### config.mk
export PLATFORM = sky130hd
export DESIGN_NAME = kmsa_queue
export DESIGN_NICKNAME = d
export VERILOG_FILES = /design/src/hw/rtl/kmsa_pkg.sv /design/src/hw/rtl/kmsa_queue.sv
export SDC_FILE = /design/constraint.sdc
export NUM_CORES = 1
export LEC_CHECK = 0
export BUFFER_PORTS_ARGS = -buffer_cell sky130_fd_sc_hd__buf_2
export CAP_MARGIN = 30
export CORE_MARGIN = 3
export CORE_UTILIZATION = 61
export DETAILED_ROUTE_END_ITERATION = 12
export GPL_ROUTABILITY_DRIVEN = 0
export PLACE_DENSITY_LB_ADDON = 0.08
export RECOVER_POWER = 50
export SYNTH_ARGS = -nofsm -noshare
export SYNTH_HDL_FRONTEND = slang
export SYNTH_SLANG_ARGS = --single-unit
export TNS_END_PERCENT = 100
### constraint.sdc
create_clock -name aclk -period 5.43 [get_ports aclk]
set_input_delay 0.8145 -clock aclk [delete_from_list [all_inputs] [get_ports aclk]]
set_output_delay 0.8145 -clock aclk [all_outputs]
set_load 0.01 [all_outputs]
### src/hw/rtl/kmsa_pkg.sv
// ----------------------------------------------------------------------------
// kmsa_pkg
// Shared types and codes for the keyed matrix store: request kinds, result
// codes, the command word passed from front end to back end, FSM states.
// ----------------------------------------------------------------------------
package kmsa_pkg;

    localparam int SLOTS_DEF   = 8;
    localparam int MAX_DIM_DEF = 8;
    localparam int QDEPTH      = 4;
    localparam int QAW         = 2;

    // request kinds
    localparam logic [2:0] KIND_CREATE = 3'd0;
    localparam logic [2:0] KIND_WRITE  = 3'd1;
    localparam logic [2:0] KIND_ADD    = 3'd2;
    localparam logic [2:0] KIND_SUB    = 3'd3;
    localparam logic [2:0] KIND_SCALE  = 3'd4;
    localparam logic [2:0] KIND_MUL    = 3'd5;

    // result codes
    localparam logic [2:0] CODE_ELEM    = 3'd0;
    localparam logic [2:0] CODE_EMPTY   = 3'd1;
    localparam logic [2:0] CODE_STORED  = 3'd2;
    localparam logic [2:0] CODE_REFUSED = 3'd3;
    localparam logic [2:0] CODE_WRITTEN = 3'd4;
    localparam logic [2:0] CODE_IGNORED = 3'd5;

    typedef enum logic [2:0] {
        OP_STATUS, OP_CLEAR, OP_WRITE, OP_ADD, OP_SUB, OP_SCALE, OP_MUL
    } op_t;

    // slot fields sized for the largest store (64 slots)
    typedef struct packed {
        op_t         op;
        logic [2:0]  code;
        logic [5:0]  sa;
        logic [5:0]  sb;
        logic [3:0]  nrows;
        logic [3:0]  ncols;
        logic [3:0]  inner;
        logic [2:0]  r;
        logic [2:0]  c;
        logic [31:0] data;
    } cmd_t;

    typedef enum logic [1:0] {F_IDLE, F_SCAN, F_DECIDE} fs_t;

    typedef enum logic [2:0] {
        B_IDLE, B_WRITE, B_CLEAR, B_STAT, B_RD, B_MUL, B_ACC, B_EMIT
    } bs_t;

endpackage

### src/hw/rtl/kmsa_queue.sv
// ----------------------------------------------------------------------------
// kmsa_queue
// Small command FIFO between front end and back end.
// ----------------------------------------------------------------------------
module kmsa_queue import kmsa_pkg::*; (
    input  logic aclk,
    input  logic aresetn,
    input  logic push,
    input  cmd_t din,
    output logic full,
    input  logic pop,
    output cmd_t dout,
    output logic valid
);

    cmd_t           fifo_mem [QDEPTH];
    logic [QAW-1:0] wr_ptr_reg, rd_ptr_reg;
    logic [QAW:0]   count_reg;

    assign full  = (count_reg == (QAW + 1)'(QDEPTH));
    assign valid = (count_reg != '0);
    assign dout  = fifo_mem[rd_ptr_reg];

    always_ff @(posedge aclk) begin
        if (push) fifo_mem[wr_ptr_reg] <= din;
    end

    always_ff @(posedge aclk) begin
        if (!aresetn) begin
            wr_ptr_reg <= '0;
            rd_ptr_reg <= '0;
            count_reg  <= '0;
        end else begin
            if (push) wr_ptr_reg <= wr_ptr_reg + 1'b1;
            if (pop)  rd_ptr_reg <= rd_ptr_reg + 1'b1;
            case ({push, pop})
                2'b10:   count_reg <= count_reg + 1'b1;
                2'b01:   count_reg <= count_reg - 1'b1;
                default: count_reg <= count_reg;
            endcase
        end
    end

endmodule

==> reports/results.ini <==
[finish]
antennaDiodeCount = 0
drive_above_1_share_pct = 32.8
syn_to_final_growth_pct = 18.0
largest_reg_flops = 272
final_nets = 642

[pwr]
peakVddDrop_v = 0.000341
p_per_area_nw_per_um2 = 406
power_mw = 4.92
leakage_nw = 3.96

[route]
wire_per_inst_um = 22.5
wl_met1_um = 6910
antenna_left = 0
drt-initial-drc-count = 339
drc = 0
wl_met2_um = 9410
drt_wl_total_um = 18100
top_layer = met4
vias_per_cell = 5.79
drt_pass1_iterations = 6
num_vias = 4640
met3_length_um = 1350

[die]
core_um2 = 16200
start_util_pct = 63.6
die_h_um = 136
placementRows = 46
die_w_um = 136
die_area_um2 = 18500
io_pins = 142

[timing]
max_freq_ghz = 0.307
fin_skew_ps = 10.3
holdWs_ps = 545
finalSetupViolCount = 0
fin_tns_setup_ps = 0
fin_crit_ps = 3260
slew_violations = 65
max-slew-margin-rel_pct = -77.2
finalCritPeriodShare_pct = 60.1
finalHoldViolCount = 0
worstMarginPinSlew_ps = 2660
rsz0062_at_grt = no

[clocking]
clk_path_buf_depth = 3
postCtsResizedCells = 0
path_clk_slew_ps = 60
insertion_delay_ps = 520
htree_num_levels = 1
post_cts_buffers = 0
clockRootBuffer = clkbuf_16
cts_tree = built
cts_hold_buf = 0
cts_buffers = 28
clock_sinks = 281

[worst_setup_path]
worst-setup-path-type = reg -> out
crit_path_end_kind = output pin
crit_path_start_kind = flop
crit_required_ps = 4620
r2r_cells = 3
r2r_end = fifo_mem[3][44]
cp_data_arrival_time_ps = 2450
r2r_slack_ps = 2300
crit_fanout = 30
r2r_start = wr_ptr_reg[0]

[placed_design]
dpl.hpwl_um = 10700
io_buffers = 141

[logic_synthesis]
ys_types = 21
synth_fp_nets = 480
synth_cells = 402
ys_seq_area_share_pct = 81.1
yosys_warnings = 0
synth.avg_cell_area_um2 = 25.6
synthesis.area_um2 = 10300
synth_seq_cells = 281

[worst_hold_path]
holdPathEnd = fifo_mem[0][65]
hp-start = din[65]
whs_path_depth = 1
worstHoldPathType = in -> reg

[global_routing]
grt_pass1_wl_um = 27900
antenna_found_initial = 0
grt_util_all_layers_pct = 20.2
grt_overflow = 0
grt_max_degree = 39
grt_pass1_vias = 4942

[flow_run]
max_cap_violations = 2

[run_status]
status = complete, but fails checks
violations = max-capacitance violations, max-slew violations

==> worst max-delay path by stage <==
stage / startpoint / slack (ps) / endpoint
after floorplan: push / 2590 / fifo_mem[0][0]
after global placement: flop / 2670 / dout[21]
after detailed placement: flop / 2660 / dout[21]
after CTS: flop / 2080 / dout[21]
after global routing: flop / 1970 / dout[21]
final: flop / 2170 / dout[21]
==> layout make-up <==
| cell class | count | area, um2 |
|---|---|---|
| flip-flops and latches | 281 | 8360 |
| repair buffers | 148 | 748 |
| fillers | 938 | 4030 |
| clock buffers | 31 | 733 |
| well taps | 216 | 270 |
| clock inverters | 21 | 229 |
| multi-input cells | 99 | 1790 |
| inverters | 6 | 22.5 |
==> synthesized netlist by cell type, drive strengths merged <==
| master | number | area share [%] |
|---|---|---|
| edfxtp | 272 | 79 |
| mux4 | 68 | 15 |
| buf | 12 | 1.2 |
| and2 | 10 | 0.61 |
| dfxtp | 9 | 1.8 |
| inv | 6 | 0.22 |
| ha | 5 | 0.61 |
| clkbuf | 4 | 0.15 |
| xor2 | 3 | 0.26 |
| nand2 | 2 | 0.073 |
| o21ai | 2 | 0.097 |
| or3 | 2 | 0.12 |
| xnor2 | 2 | 0.17 |
| a21boi | 1 | 0.073 |
| and3 | 1 | 0.061 |
| fa | 1 | 0.19 |
| mux2i | 1 | 0.097 |
| nor2b | 1 | 0.061 |
==> cells by family after synthesis <==
kind of cell	count (synthesis)	synth area share, %
compound gates	3	0.170
xor+xnor	5	0.426
fa+ha+maj	6	0.803
buf+inv	22	1.54
flops	281	81.1
mux	69	15.0
simple gates	16	0.924
==> routing by layer <==
metal | GRT usage [%] | vias to the layer above
li1 | - | 2032
met1 | 27.1 | 2389
met2 | 34.3 | 185
met3 | 4.03 | 34
met4 | 6.27 | 0
met5 | 0 | -
==> power breakdown <==
group          total, mW  internal [mW]  switching, mW
clock               1.96           1.21          0.754
combinational      0.434          0.203          0.231
sequential          2.53           2.49         0.0400
total               4.92           3.90           1.02
==> metrics by stage <==
stage,cell area [um2],worst slack [ps],utilization (%),std cells
global route,12100,1970,75.1,802
detailed placement,11300,2660,69.7,750
global placement,11200,2670,69.0,745
floorplan,10300,2590,-,402
finish,12100,2170,75.1,802
CTS,12200,2080,75.7,802
==> critical path, cell delays in order, from the launching register on <==
cell and delay (ps):
dfxtp_4 530, buf_4 570, mux4_2 640, buf_2 170
==> placed cells by master, fill, tap and decap left out, types with 3 or more instances in the layout <==
master     instances
edfxtp_1         272
clkbuf_1          72
buf_2             71
mux4_2            68
clkbuf_16         29
clkinv_1           8
dfxtp_1            7
inv_1              6
and2_0             6
ha_1               5
bufinv_16          5
clkinv_2           5
xor2_1             3
buf_12             3
Power figures use the tool's default switching activity.
