`config.mk`:
```
export PLATFORM = sky130hd
export DESIGN_NAME = kmsa_front
export DESIGN_NICKNAME = d
export VERILOG_FILES = /design/src/hw/rtl/kmsa_pkg.sv /design/src/hw/rtl/kmsa_front.sv
export SDC_FILE = /design/constraint.sdc
export NUM_CORES = 1
export LEC_CHECK = 0
export ABC_AREA = 1
export BUFFER_PORTS_ARGS = -buffer_cell sky130_fd_sc_hd__buf_2
export CAP_MARGIN = 20
export CORE_ASPECT_RATIO = 0.5
export CORE_MARGIN = 5
export CORE_UTILIZATION = 60
export DETAILED_ROUTE_END_ITERATION = 8
export GPL_TIMING_DRIVEN = 0
export PLACE_DENSITY = 0.83
export SETUP_SLACK_MARGIN = 0.4
export SYNTH_ARGS = -nofsm -noshare
export SYNTH_HDL_FRONTEND = slang
export SYNTH_SLANG_ARGS = --single-unit
```
`constraint.sdc`:
```
create_clock -name aclk -period 5.6 [get_ports aclk]
set_input_delay 0.84 -clock aclk [delete_from_list [all_inputs] [get_ports aclk]]
set_output_delay 0.84 -clock aclk [all_outputs]
set_load 0.02 [all_outputs]
```
`src/hw/rtl/kmsa_pkg.sv`:
```
// ----------------------------------------------------------------------------
// kmsa_pkg
// Shared types and codes for the keyed matrix store: request kinds, result
// codes, the command word passed from front end to back end, FSM states.
// ----------------------------------------------------------------------------
package kmsa_pkg;

    localparam int SLOTS_DEF   = 8;
    localparam int MAX_DIM_DEF = 8;
    localparam int QDEPTH      = 4;
    localparam int QAW         = 2;

    // request kinds
    localparam logic [2:0] KIND_CREATE = 3'd0;
    localparam logic [2:0] KIND_WRITE  = 3'd1;
    localparam logic [2:0] KIND_ADD    = 3'd2;
    localparam logic [2:0] KIND_SUB    = 3'd3;
    localparam logic [2:0] KIND_SCALE  = 3'd4;
    localparam logic [2:0] KIND_MUL    = 3'd5;

    // result codes
    localparam logic [2:0] CODE_ELEM    = 3'd0;
    localparam logic [2:0] CODE_EMPTY   = 3'd1;
    localparam logic [2:0] CODE_STORED  = 3'd2;
    localparam logic [2:0] CODE_REFUSED = 3'd3;
    localparam logic [2:0] CODE_WRITTEN = 3'd4;
    localparam logic [2:0] CODE_IGNORED = 3'd5;

    typedef enum logic [2:0] {
        OP_STATUS, OP_CLEAR, OP_WRITE, OP_ADD, OP_SUB, OP_SCALE, OP_MUL
    } op_t;

    // slot fields sized for the largest store (64 slots)
    typedef struct packed {
        op_t         op;
        logic [2:0]  code;
        logic [5:0]  sa;
        logic [5:0]  sb;
        logic [3:0]  nrows;
        logic [3:0]  ncols;
        logic [3:0]  inner;
        logic [2:0]  r;
        logic [2:0]  c;
        logic [31:0] data;
    } cmd_t;

    typedef enum logic [1:0] {F_IDLE, F_SCAN, F_DECIDE} fs_t;

    typedef enum logic [2:0] {
        B_IDLE, B_WRITE, B_CLEAR, B_STAT, B_RD, B_MUL, B_ACC, B_EMIT
    } bs_t;

endpackage

```
`src/hw/rtl/kmsa_front.sv`:
```
// ----------------------------------------------------------------------------
// kmsa_front
// Takes requests, scans the slot table and turns each request into one
// command for the back end. Owns slot keys, sizes and valid bits.
// ----------------------------------------------------------------------------
module kmsa_front import kmsa_pkg::*; #(
    parameter int SLOTS   = SLOTS_DEF,
    parameter int MAX_DIM = MAX_DIM_DEF
) (
    input  logic               aclk,
    input  logic               aresetn,
    input  logic               s_valid,
    output logic               s_ready,
    input  logic [2:0]         s_kind,
    input  logic [7:0]         s_first_key,
    input  logic [7:0]         s_second_key,
    input  logic [3:0]         s_rows,
    input  logic [3:0]         s_cols,
    input  logic [2:0]         s_row,
    input  logic [2:0]         s_col,
    input  logic signed [31:0] s_value,
    input  logic signed [31:0] s_factor,
    output logic               q_push,
    output cmd_t               q_cmd,
    input  logic               q_full
);

    localparam int SW = $clog2(SLOTS);
    localparam int CW = $clog2(SLOTS + 1);

    fs_t state_reg, state_next;

    logic [2:0]  kind_reg;
    logic [7:0]  k1_reg, k2_reg;
    logic [3:0]  rows_reg, cols_reg;
    logic [2:0]  row_reg, col_reg;
    logic [31:0] value_reg, factor_reg;

    logic [CW-1:0] scan_cnt_reg;
    logic          q_vld_reg;
    logic [SW-1:0] q_idx_reg;
    logic [7:0]    key_q_reg;
    logic [3:0]    rows_q_reg, cols_q_reg;

    logic          hit_a_reg, hit_b_reg, free_found_reg;
    logic [SW-1:0] slot_a_reg, slot_b_reg, free_slot_reg;
    logic [3:0]    rows_a_reg, cols_a_reg, rows_b_reg, cols_b_reg;
    logic [1:0]    nvalid_reg;

    logic [SLOTS-1:0] slot_valid_reg;
    logic             load_active_reg;
    logic [SW-1:0]    load_slot_reg;
    logic [3:0]       load_rows_reg, load_cols_reg;

    logic [7:0] key_mem  [SLOTS];
    logic [3:0] rows_mem [SLOTS];
    logic [3:0] cols_mem [SLOTS];

    logic [SW-1:0] rd_idx;
    logic          accept;
    logic          create_ok;
    logic          dims_ok;
    cmd_t          cmd;

    assign s_ready = (state_reg == F_IDLE);
    assign accept  = s_valid && s_ready;
    assign rd_idx  = scan_cnt_reg[SW-1:0];
    assign q_push  = (state_reg == F_DECIDE) && !q_full;
    assign q_cmd   = cmd;

    always_ff @(posedge aclk) begin
        if (!aresetn) begin
            state_reg <= F_IDLE;
        end else begin
            state_reg <= state_next;
        end
    end

    always_comb begin
        state_next = state_reg;
        case (state_reg)
            F_IDLE:   if (accept) state_next = F_SCAN;
            F_SCAN:   if (scan_cnt_reg == CW'(SLOTS)) state_next = F_DECIDE;
            F_DECIDE: if (q_push) state_next = F_IDLE;
            default:  state_next = F_IDLE;
        endcase
    end

    // request capture and slot scan
    always_ff @(posedge aclk) begin
        key_q_reg  <= key_mem[rd_idx];
        rows_q_reg <= rows_mem[rd_idx];
        cols_q_reg <= cols_mem[rd_idx];
        q_idx_reg  <= rd_idx;
        if (accept) begin
            kind_reg       <= s_kind;
            k1_reg         <= s_first_key;
            k2_reg         <= s_second_key;
            rows_reg       <= s_rows;
            cols_reg       <= s_cols;
            row_reg        <= s_row;
            col_reg        <= s_col;
            value_reg      <= s_value;
            factor_reg     <= s_factor;
            scan_cnt_reg   <= '0;
            hit_a_reg      <= 1'b0;
            hit_b_reg      <= 1'b0;
            free_found_reg <= 1'b0;
            nvalid_reg     <= 2'd0;
        end else if (state_reg == F_SCAN) begin
            scan_cnt_reg <= scan_cnt_reg + 1'b1;
        end
        if (q_vld_reg) begin
            if (slot_valid_reg[q_idx_reg]) begin
                if (nvalid_reg != 2'd2) nvalid_reg <= nvalid_reg + 2'd1;
                if (!hit_a_reg && key_q_reg == k1_reg) begin
                    hit_a_reg  <= 1'b1;
                    slot_a_reg <= q_idx_reg;
                    rows_a_reg <= rows_q_reg;
                    cols_a_reg <= cols_q_reg;
                end
                if (!hit_b_reg && key_q_reg == k2_reg) begin
                    hit_b_reg  <= 1'b1;
                    slot_b_reg <= q_idx_reg;
                    rows_b_reg <= rows_q_reg;
                    cols_b_reg <= cols_q_reg;
                end
            end else if (!free_found_reg) begin
                free_found_reg <= 1'b1;
                free_slot_reg  <= q_idx_reg;
            end
        end
    end

    // slot table update on an accepted create
    always_ff @(posedge aclk) begin
        if (q_push && create_ok) begin
            key_mem[free_slot_reg]  <= k1_reg;
            rows_mem[free_slot_reg] <= rows_reg;
            cols_mem[free_slot_reg] <= cols_reg;
            load_rows_reg           <= rows_reg;
            load_cols_reg           <= cols_reg;
        end
    end

    always_ff @(posedge aclk) begin
        if (!aresetn) begin
            q_vld_reg       <= 1'b0;
            slot_valid_reg  <= '0;
            load_active_reg <= 1'b0;
            load_slot_reg   <= '0;
        end else begin
            q_vld_reg <= (state_reg == F_SCAN) && (scan_cnt_reg < CW'(SLOTS));
            if (q_push && create_ok) begin
                slot_valid_reg[free_slot_reg] <= 1'b1;
                load_active_reg               <= 1'b1;
                load_slot_reg                 <= free_slot_reg;
            end
        end
    end

    // classify
    always_comb begin
        cmd       = '0;
        cmd.op    = OP_STATUS;
        cmd.code  = CODE_IGNORED;
        create_ok = 1'b0;
        dims_ok   = (rows_reg inside {[1:MAX_DIM]}) && (cols_reg inside {[1:MAX_DIM]});
        case (kind_reg)
            KIND_CREATE: begin
                if (!dims_ok || hit_a_reg || !free_found_reg) begin
                    cmd.code = CODE_REFUSED;
                end else begin
                    create_ok = 1'b1;
                    cmd.op    = OP_CLEAR;
                    cmd.code  = CODE_STORED;
                    cmd.sa    = 6'(free_slot_reg);
                end
            end
            KIND_WRITE: begin
                if (load_active_reg && {1'b0, row_reg} < load_rows_reg
                        && {1'b0, col_reg} < load_cols_reg) begin
                    cmd.op   = OP_WRITE;
                    cmd.code = CODE_WRITTEN;
                    cmd.sa   = 6'(load_slot_reg);
                    cmd.r    = row_reg;
                    cmd.c    = col_reg;
                    cmd.data = value_reg;
                end
            end
            KIND_ADD, KIND_SUB: begin
                cmd.code = CODE_EMPTY;
                if (hit_a_reg && hit_b_reg && nvalid_reg == 2'd2
                        && rows_a_reg == rows_b_reg && cols_a_reg == cols_b_reg) begin
                    cmd.op    = (kind_reg == KIND_ADD) ? OP_ADD : OP_SUB;
                    cmd.code  = CODE_ELEM;
                    cmd.sa    = 6'(slot_a_reg);
                    cmd.sb    = 6'(slot_b_reg);
                    cmd.nrows = rows_a_reg;
                    cmd.ncols = cols_a_reg;
                    cmd.inner = 4'd1;
                end
            end
            KIND_SCALE: begin
                cmd.code = CODE_EMPTY;
                if (hit_a_reg) begin
                    cmd.op    = OP_SCALE;
                    cmd.code  = CODE_ELEM;
                    cmd.sa    = 6'(slot_a_reg);
                    cmd.nrows = rows_a_reg;
                    cmd.ncols = cols_a_reg;
                    cmd.inner = 4'd1;
                    cmd.data  = factor_reg;
                end
            end
            KIND_MUL: begin
                cmd.code = CODE_EMPTY;
                if (hit_a_reg && hit_b_reg && nvalid_reg == 2'd2
                        && cols_a_reg == rows_b_reg) begin
                    cmd.op    = OP_MUL;
                    cmd.code  = CODE_ELEM;
                    cmd.sa    = 6'(slot_a_reg);
                    cmd.sb    = 6'(slot_b_reg);
                    cmd.nrows = rows_a_reg;
                    cmd.ncols = cols_b_reg;
                    cmd.inner = cols_a_reg;
                end
            end
            default: begin
                cmd.code = CODE_IGNORED;
            end
        endcase
    end

endmodule

```
==> results of run 1 <==
-- power breakdown --
group          switching, mW  leakage [nW]  internal, mW
registers             0.0689          2.74          2.54
clock network          0.787         0.427          1.07
logic                  0.310          2.62         0.143
-- kinds of logic after synthesis --
family                   count (synthesis)
buffers and inverters                  121
adder cells (fa/ha/maj)                  6
AND/OR/NAND/NOR                        451
other                                    1
flip-flops                             301
AO/OA/AOI/OAI                          152
XOR/XNOR                                10
-- final cells by class --
| type | count | area share |
|---|---|---|
| tap | 266 | 0.0234 |
| clock inverter | 16 | 0.0153 |
| clock buffer | 30 | 0.0459 |
| multi-input combinational | 625 | 0.210 |
| sequential | 301 | 0.604 |
| timing repair buffer | 170 | 0.0640 |
| inverter | 75 | 0.0199 |
| buffer | 46 | 0.0176 |
-- synth_stat cells, types with 4 or more instances --
master,instances
nor2_1,110
dfxtp_1,43
inv_2,4
xnor2_1,6
o21bai_1,4
nand3_1,54
nor2_2,7
nor3_1,8
clkbuf_1,17
buf_4,9
a21oi_1,27
ha_1,6
nand4_1,19
nand2_1,231
inv_1,70
buf_2,17
edfxtp_1,258
o22ai_1,35
xor2_1,4
o211ai_1,4
o21ai_0,80
-- critical path: cells and delay by family (launching register included) --
kind                     cells  cell delay, ns
AND/OR/NAND/NOR              7            1.06
flip-flops                   1            0.40
adder cells (fa/ha/maj)      1            0.31
buffers and inverters        1            0.20
-- path summary, 6_finish.rpt --
check | from | to | depth (start not counted)
max reg2reg | rows_reg[0] | key_mem[5][6] | 8
max | col_reg[1] | q_cmd[66] | 9
min | scan_cnt_reg[2] | q_idx_reg[2] | 0
min reg2reg | scan_cnt_reg[2] | q_idx_reg[2] | 0
-- layout by cell type, fill, tap and decap left out, types with 7 or more instances in the layout --
master,count
edfxtp_1,258
nand2_1,231
buf_2,181
nor2_1,107
o21ai_0,80
inv_1,69
nand3_1,54
dfxtp_1,43
o22ai_1,35
a21oi_1,27
clkbuf_16,25
clkbuf_1,21
nand4_1,19
nor2_2,10
buf_4,9
nor3_1,8
clkinv_2,7
-- routing by layer --
layer / part of all wire / GRT usage / vias up / wire [um]
met5: 0 / 0 / - / 0
met2: 0.46 / 0.427 / 546 / 13800
met3: 0.11 / 0.0597 / 96 / 3380
li1: - / - / 4015 / -
met1: 0.39 / 0.334 / 4101 / 11600
met4: 0.034 / 0.0809 / 0 / 1030
==> results.sh, run 1 <==
export IMPL_synth_ff_type="edfxtp_1"
export IMPL_clockBufferDepth=3
export IMPL_yosys_area_share_simple=0.161
export IMPL_drc=0
export IMPL_p_leak_nw=5.78
export IMPL_die_height_um=110
export IMPL_grt_pass1_vias=8535
export IMPL_dpl_instance_area_um2=13400
export IMPL_top_register="key_mem"
export IMPL_synthArstFlopShare=0
export IMPL_synth_seq_cells=301
export IMPL_n_fill_cell=1248
export IMPL_crit_slowest_cell="edfxtp_1"
export IMPL_final_antenna_net_count=0
export IMPL_synth_compound_area_frac=0.0693
export IMPL_htree_levels=1
export IMPL_ys_types=37
export IMPL_synthMuxAreaShare=0
export IMPL_grt_usage=0.253
export IMPL_final_util=0.725
export IMPL_netlist_instances=1042
export IMPL_nets=1351
export IMPL_powerDensity_nw_per_um2=346
export IMPL_synth_largest_area_cell="edfxtp_1"
export IMPL_hold_violations=0
export IMPL_synth_top_family_by_area="simple AND/OR/NAND/NOR gates"
export IMPL_synth_top_cell_area_share=0.641
export IMPL_diodes=0
export IMPL_cts_resized_gates=0
export IMPL_slew_headroom=0.312
export IMPL_grt_max_degree=71
export IMPL_clock_sink_count=301
export IMPL_hp_class="register to register"
export IMPL_area_growth_pct=17.8
export IMPL_die_area_um2=23300
export IMPL_cp_common_cell="nand2_1"
export IMPL_dp_cells=1483
export IMPL_clk_insertion_delay_late_ns=0.54
export IMPL_max_cap_violations=0
export IMPL_period_minus_slack_ns=3.35
export IMPL_r2r_slack_ns=2.65
export IMPL_final_setup_tns_ns=0
export IMPL_worstMarginPinSlew_ns=1.03
export IMPL_syn_area_per_cell_um2=11.6
export IMPL_setup_ws_ns=2.25
export IMPL_port_buffers=164
export IMPL_hpwl_um=20200
export IMPL_fin_area_um2=14200
export IMPL_drive_above_1_share=0.215
export IMPL_drt_initial_drc_count=1052
export IMPL_die_x_um=211
export IMPL_crit_path_cell_trace="ha_1 > nand2_1 > nand2_1 > nand2_1 > nand2_1 > nor2_4 > nand2_1 > nand3_1 > buf_2"
export IMPL_total_power_mw=4.93
export IMPL_clkTransAtPathRegs_ns=0.07
export IMPL_syn_area_um2=12100
export IMPL_largest_reg_flops=64
export IMPL_critPathArrivalTime_ns=2.51
export IMPL_cts_tree="done"
export IMPL_grt_ovfl_total=0
export IMPL_coreArea_um2=19600
export IMPL_first_pass_iters=6
export IMPL_synth_xor_area_frac=0.00724
export IMPL_hold_slack_ns=0.383
export IMPL_slowest_delay_ns=0.40
export IMPL_ios=171
export IMPL_max_freq_ghz=0.299
export IMPL_cp_required_ns=4.76
export IMPL_seq_area_frac_synth=0.712
export IMPL_crit_type="register to output port"
export IMPL_synth_fa_ha_area_frac=0.00621
export IMPL_start_util=0.616
export IMPL_pre_cts_slack_ns=2.78
export IMPL_cts_root_buffer_cell="clkbuf_16"
export IMPL_slew_violations=0
export IMPL_ff_latch_area_um2=8610
export IMPL_wl_per_cell_um=19.5
export IMPL_worstSetupEndpointType="output port"
export IMPL_report_final_setup_viol=0
export IMPL_synth_edff_count=258
export IMPL_antenna_found_initial=0
export IMPL_startpoint_type="register"
export IMPL_vias=8758
export IMPL_hold_buffers=0
export IMPL_synth_warnings=0
export IMPL_routed_wl_um=29900
export IMPL_skew_ns=0.0271
export IMPL_multi_input_area_um2=2980
export IMPL_post_cts_buffers=0
export IMPL_grt_pass1_wl_um=45400
export IMPL_numCtsBuffers=25
export IMPL_outcome="finished clean"
export IMPL_peakVddDrop_v=0.000213
export IMPL_final_cells=1529
export IMPL_ys_top_cells_by_area="edfxtp_1, nand2_1, dfxtp_1"
export IMPL_gp_congestion=0.920
export IMPL_fin_crit_sh=0.598
export IMPL_path_max_fanout=9
export IMPL_vias_per_cell=5.73
export IMPL_rsz0062_at_grt="false"
export IMPL_rows=36
Power figures use the tool's default switching activity.
==> run 2, diff against run 1 <==
Settings changed: CORE_UTILIZATION 60 to 52, PLACE_DENSITY 0.83 to 0.76.
Clock period 5.6 ns to 2.9 ns, I/O delays scaled along.
==> run 2 against run 1 <==
  * Clock power up 86%
  * Final cell count up 5.6%
  * Clock skew down 0.018 ns
  * Via count up 1.4%
  * Total power up 91%
  * Worst setup slack worse by 2.1 ns
  * Critical path type unchanged
  * Critical endpoint is now q_cmd[21]
==> results.sh, run 2 (synthesis results as in run 1) <==
export IMPL_grt_pass1_vias=8721
export IMPL_skew_ns=0.00935
export IMPL_crit_buf_inv=5
export IMPL_vias_per_cell=5.50
export IMPL_r2r_slack_ns=0.57
export IMPL_n_fill_cell=1544
export IMPL_critPathTopFamily="buffers and inverters"
export IMPL_grt_pass1_wl_um=47200
export IMPL_cts_tree="done"
export IMPL_gp_congestion=0.921
export IMPL_grt_usage=0.224
export IMPL_first_pass_iters=6
export IMPL_drt_initial_drc_count=901
export IMPL_hold_buffers=0
export IMPL_startpoint_type="register"
export IMPL_critical_path_depth=12
export IMPL_peakVddDrop_v=0.000369
export IMPL_grt_max_degree=41
export IMPL_max_freq_ghz=0.358
export IMPL_report_final_setup_viol=0
export IMPL_outcome="finished clean"
export IMPL_hold_slack_ns=0.0649
export IMPL_total_power_mw=9.42
export IMPL_final_common_cell="edfxtp_1"
export IMPL_diodes=0
export IMPL_clockBufferDepth=3
export IMPL_slew_headroom=0.455
export IMPL_clock_sink_count=301
export IMPL_vias=8879
export IMPL_worstMarginPinSlew_ns=0.815
export IMPL_worstSetupEndpointType="output port"
export IMPL_crit_slowest_cell="edfxtp_1"
export IMPL_cp_startpoint="col_reg[2]"
export IMPL_slowest_delay_ns=0.40
export IMPL_slew_violations=0
export IMPL_crit_type="register to output port"
export IMPL_powerDensity_nw_per_um2=601
export IMPL_reg2regPathDepth=7
export IMPL_start_util=0.529
export IMPL_clkTransAtPathRegs_ns=0.07
export IMPL_top_register="key_mem"
export IMPL_setup_ws_ns=0.107
export IMPL_rr_endpoint="slot_a_reg[0]"
export IMPL_r2r_start="k1_reg[7]"
export IMPL_routed_wl_um=31800
export IMPL_crit_path_end="q_cmd[21]"
export IMPL_drc=0
export IMPL_htree_levels=1
export IMPL_rsz0062_at_grt="true"
export IMPL_dp_cells=1523
export IMPL_fin_crit_sh=0.963
export IMPL_period_minus_slack_ns=2.79
export IMPL_grt_ovfl_total=0
export IMPL_crit_path_cell_trace="ha_1 > inv_1 > nor2_2 > nand2_1 > nand2_2 > nor2_4 > buf_12 > buf_12 > buf_8 > nand3_1 > nand2_2 > buf_6"
export IMPL_clk_insertion_delay_late_ns=0.54
export IMPL_hpwl_um=20000
export IMPL_final_cell_mix="edfxtp_1, nand2_1, buf_2"
export IMPL_die_x_um=226
export IMPL_path_max_fanout=7
export IMPL_ios=171
export IMPL_drive_above_1_share=0.315
export IMPL_critPathArrivalTime_ns=2.36
export IMPL_hold_violations=0
export IMPL_cp_required_ns=2.47
export IMPL_wl_per_cell_um=19.7
export IMPL_coreArea_um2=22800
export IMPL_die_height_um=118
export IMPL_final_antenna_net_count=0
export IMPL_largest_reg_flops=64
export IMPL_port_buffers=164
export IMPL_numCtsBuffers=26
export IMPL_p_leak_nw=6.12
export IMPL_max_cap_violations=0
export IMPL_area_growth_pct=29.7
export IMPL_antenna_found_initial=0
export IMPL_hp_class="input port to register"
export IMPL_pre_cts_slack_ns=-0.0534
export IMPL_rows=39
export IMPL_final_cells=1615
export IMPL_nets=1395
export IMPL_die_area_um2=26600
export IMPL_cts_root_buffer_cell="clkbuf_16"
==> run 2: changes by cell type in the layout (fill, tap and decap cells not counted), sizes merged, moves of 2 or more <==
cell      delta
clkinv       +2
bufinv       -3
buf         +42
clkbuf       +2
inv          -2
clkinvlp     +3
==> run 2: report_power, final <==
group | switching (mW) | leakage, nW | internal, mW
logic | 0.615 | 2.97 | 0.297
clock network | 1.54 | 0.408 | 1.92
registers | 0.132 | 2.74 | 4.91
==> run 2: area by class of cell <==
class                      instances  area, um^2  share of cell area
tap                              307         384              0.0245
clock buffer                      32         704              0.0449
sequential                       301        8620               0.549
inverter                          75         288              0.0184
clock inverter                    16         145             0.00925
timing repair buffer             213        1720               0.110
buffer                            46         295              0.0188
multi-input combinational        625        3530               0.225
==> run 2: worst min path at each step <==
stage	startpoint	endpoint	slack, ns	cells after the start
2_1_floorplan	scan_cnt_reg[2]	q_idx_reg[2]	0.35	0
3_3_place_gp	scan_cnt_reg[2]	q_idx_reg[2]	0.36	0
3_5_place_dp	scan_cnt_reg[2]	q_idx_reg[2]	0.37	0
4_1_cts	s_col[2]	col_reg[2]	0.05	1
5_1_grt	s_rows[2]	rows_reg[2]	0.04	1
6_report	s_second_key[5]	k2_reg[5]	0.06	1
==> run 2: per-stage QoR <==
| stage | setup TNS, ns | area, um^2 | utilization |
|---|---|---|---|
| CTS | 0 | 14900 | 0.653 |
| global route | 0 | 15700 | 0.687 |
| detailed placement | -0.962 | 13400 | 0.588 |
| finish | 0 | 15700 | 0.687 |
| floorplan | 0 | 12100 | - |
| global placement | -66.15 | 13300 | 0.583 |
==> run 2: worst reg2reg max path, delay by kind of cell (launching register included) <==
kind                   cells  cell delay (ns)
and+or+nand+nor            5             0.90
buffers and inverters      2             0.53
DFF                        1             0.55
==> run 2: timing repair <==
| action | 4_1_cts | 5_1_grt |
|---|---|---|
| endpoints found under the hold margin | 0 | 0 |
| gates resized for setup | 103 | 169 |
| setup buffers | 26 | 14 |
| gates cloned | 3 | 1 |
| setup endpoints to repair | 169 | 110 |
| pin swaps | 22 | 43 |
==> run 2: routing by layer <==
metal | routed length, um | part of all wire | vias up | global-route usage
li1 | - | - | 4112 | -
met1 | 12700 | 0.40 | 4312 | 0.308
met2 | 15300 | 0.48 | 386 | 0.362
met3 | 2740 | 0.086 | 69 | 0.0491
met4 | 1040 | 0.033 | 0 | 0.0676
met5 | 0 | 0 | - | 0
==> run 3, diff against run 2 <==
Settings changed: CORE_UTILIZATION 52 to 39, PLACE_DENSITY 0.76 to default.
==> run 3 against run 2 <==
  * First-iteration DRC count fell by 25%
  * Largest power group unchanged
  * Utilization down 16 points
  * Final area is 2.7% higher
  * Sequential cell count unchanged
  * Largest cell class unchanged
  * Critical path type unchanged
  * Register-to-register slack worse by 0.09 ns
  * Critical path depth unchanged
  * Combinational power hardly changed
  * Die area increased by 31%
  * Sequential share of layout area decreased by 1.5 points
  * Global-route usage is 4.7 points lower
==> results.sh, run 3 (synthesis results as in run 1) <==
export IMPL_outcome="finished clean"
export IMPL_grt_pass1_wl_um=48200
export IMPL_largest_reg_flops=64
export IMPL_worstHoldPathCells=1
export IMPL_grt_pass1_vias=8538
export IMPL_ios=171
export IMPL_crit_type="register to output port"
export IMPL_cp_required_ns=2.47
export IMPL_die_height_um=135
export IMPL_first_pass_iters=5
export IMPL_hold_violations=0
export IMPL_startpoint_type="register"
export IMPL_die_area_um2=34800
export IMPL_slowest_delay_ns=0.38
export IMPL_coreArea_um2=30500
export IMPL_critPathTopFamily="simple AND/OR/NAND/NOR gates"
export IMPL_routed_wl_um=32100
export IMPL_peakVddDrop_v=0.000452
export IMPL_worstMarginPinSlew_ns=0.897
export IMPL_numCtsBuffers=29
export IMPL_clkTransAtPathRegs_ns=0.06
export IMPL_die_x_um=259
export IMPL_wl_per_cell_um=18.4
export IMPL_top_register="key_mem"
export IMPL_final_cell_mix="edfxtp_1, nand2_1, buf_2"
export IMPL_gp_congestion=0.861
export IMPL_skew_ns=0.0175
export IMPL_rows=45
export IMPL_hold_slack_ns=0.0518
export IMPL_path_max_fanout=7
export IMPL_fin_crit_sh=0.950
export IMPL_max_freq_ghz=0.363
export IMPL_vias=8714
export IMPL_crit_buf_inv=4
export IMPL_hp_class="input port to register"
export IMPL_worstSetupEndpointType="output port"
export IMPL_diodes=0
export IMPL_cp_common_cell="nand2_1"
export IMPL_final_common_cell="edfxtp_1"
export IMPL_hpwl_um=20800
export IMPL_final_antenna_net_count=0
export IMPL_nets=1410
export IMPL_area_growth_pct=33.2
export IMPL_clock_sink_count=301
export IMPL_slew_violations=0
export IMPL_period_minus_slack_ns=2.75
export IMPL_report_final_setup_viol=0
export IMPL_cts_root_buffer_cell="clkbuf_16"
export IMPL_vias_per_cell=4.98
export IMPL_rsz0062_at_grt="true"
export IMPL_grt_max_degree=40
export IMPL_htree_levels=1
export IMPL_critical_path_depth=12
export IMPL_clockBufferDepth=3
export IMPL_drc=0
export IMPL_n_fill_cell=2538
export IMPL_drive_above_1_share=0.336
export IMPL_slew_headroom=0.400
export IMPL_start_util=0.397
export IMPL_port_buffers=164
export IMPL_p_leak_nw=6.25
export IMPL_grt_ovfl_total=0
export IMPL_crit_slowest_cell="edfxtp_1"
export IMPL_grt_usage=0.177
export IMPL_antenna_found_initial=0
export IMPL_max_cap_violations=0
export IMPL_drt_initial_drc_count=678
export IMPL_reg2regPathDepth=8
export IMPL_crit_path_cell_trace="ha_1 > nand2_1 > nand2_1 > nand2_1 > nand2_2 > nor2_4 > buf_12 > buf_12 > buf_16 > nand3_1 > nand2_1 > buf_6"
export IMPL_powerDensity_nw_per_um2=602
export IMPL_cts_tree="done"
export IMPL_critPathArrivalTime_ns=2.32
export IMPL_hold_buffers=0
export IMPL_final_util=0.529
export IMPL_clk_insertion_delay_late_ns=0.56
[run 3: where the power goes]
part	internal [mW]	switching, mW
Combinational	0.305	0.609
Sequential	4.92	0.129
Clock	2.16	1.57
[run 3: timing repair]
| action | 4_1_cts | 5_1_grt |
|---|---|---|
| pin swaps | 48 | 54 |
| cloned | 3 | 1 |
| endpoints found under the hold margin | 0 | 0 |
| buffers inserted | 28 | 22 |
| gates resized for setup | 188 | 109 |
| setup endpoints to repair | 148 | 92 |
[run 3: layer usage]
metal	track usage	share of wire
met4	0.0539	0.032
met3	0.0271	0.060
met5	0	0
met2	0.298	0.48
met1	0.239	0.42
[run 3: stage by stage]
step / instances / setup TNS [ns] / setup slack, ns / power (mW) / instance area (um^2)
after floorplan: 1047 / 0 / 0.426 / 5.62 / 12100
after global placement: 1634 / -88.05 / -0.510 / 5.96 / 13500
after detailed placement: 1641 / 0 / 0.0689 / 5.99 / 13600
after CTS: 1726 / 0 / 0.148 / 9.76 / 15600
after global routing: 1749 / 0 / 0.0112 / 10.1 / 16100
final: 1749 / 0 / 0.145 / 9.70 / 16100
[run 3: layout make-up]
cell class	count	area, um^2	share of cell area
flip-flops and latches	301	8610	0.535
well taps	423	529	0.0329
repair buffers	225	1870	0.116
clock inverters	7	92.6	0.00575
inverters	75	293	0.0182
clock buffers	47	843	0.0523
plain buffers	46	293	0.0182
multi-input cells	625	3570	0.222
[run 3: worst paths after layout]
path | slack [ns] | startpoint | endpoint
max | 0.15 | col_reg[1] | q_cmd[10]
min | 0.05 | s_first_key[0] | k1_reg[0]
max reg2reg | 0.48 | cols_reg[2] | key_mem[5][2]
min reg2reg | 0.39 | scan_cnt_reg[2] | q_idx_reg[2]
[run 3: worst reg2reg max path, stage by stage (launching register included)]
cell,delay (ns)
edfxtp_1,0.49
nor2_2,0.17
nand2_1,0.07
nand2_1,0.07
nand2_2,0.08
nor2_4,0.20
nand4_1,0.46
nor2_2,0.35
buf_8,0.23
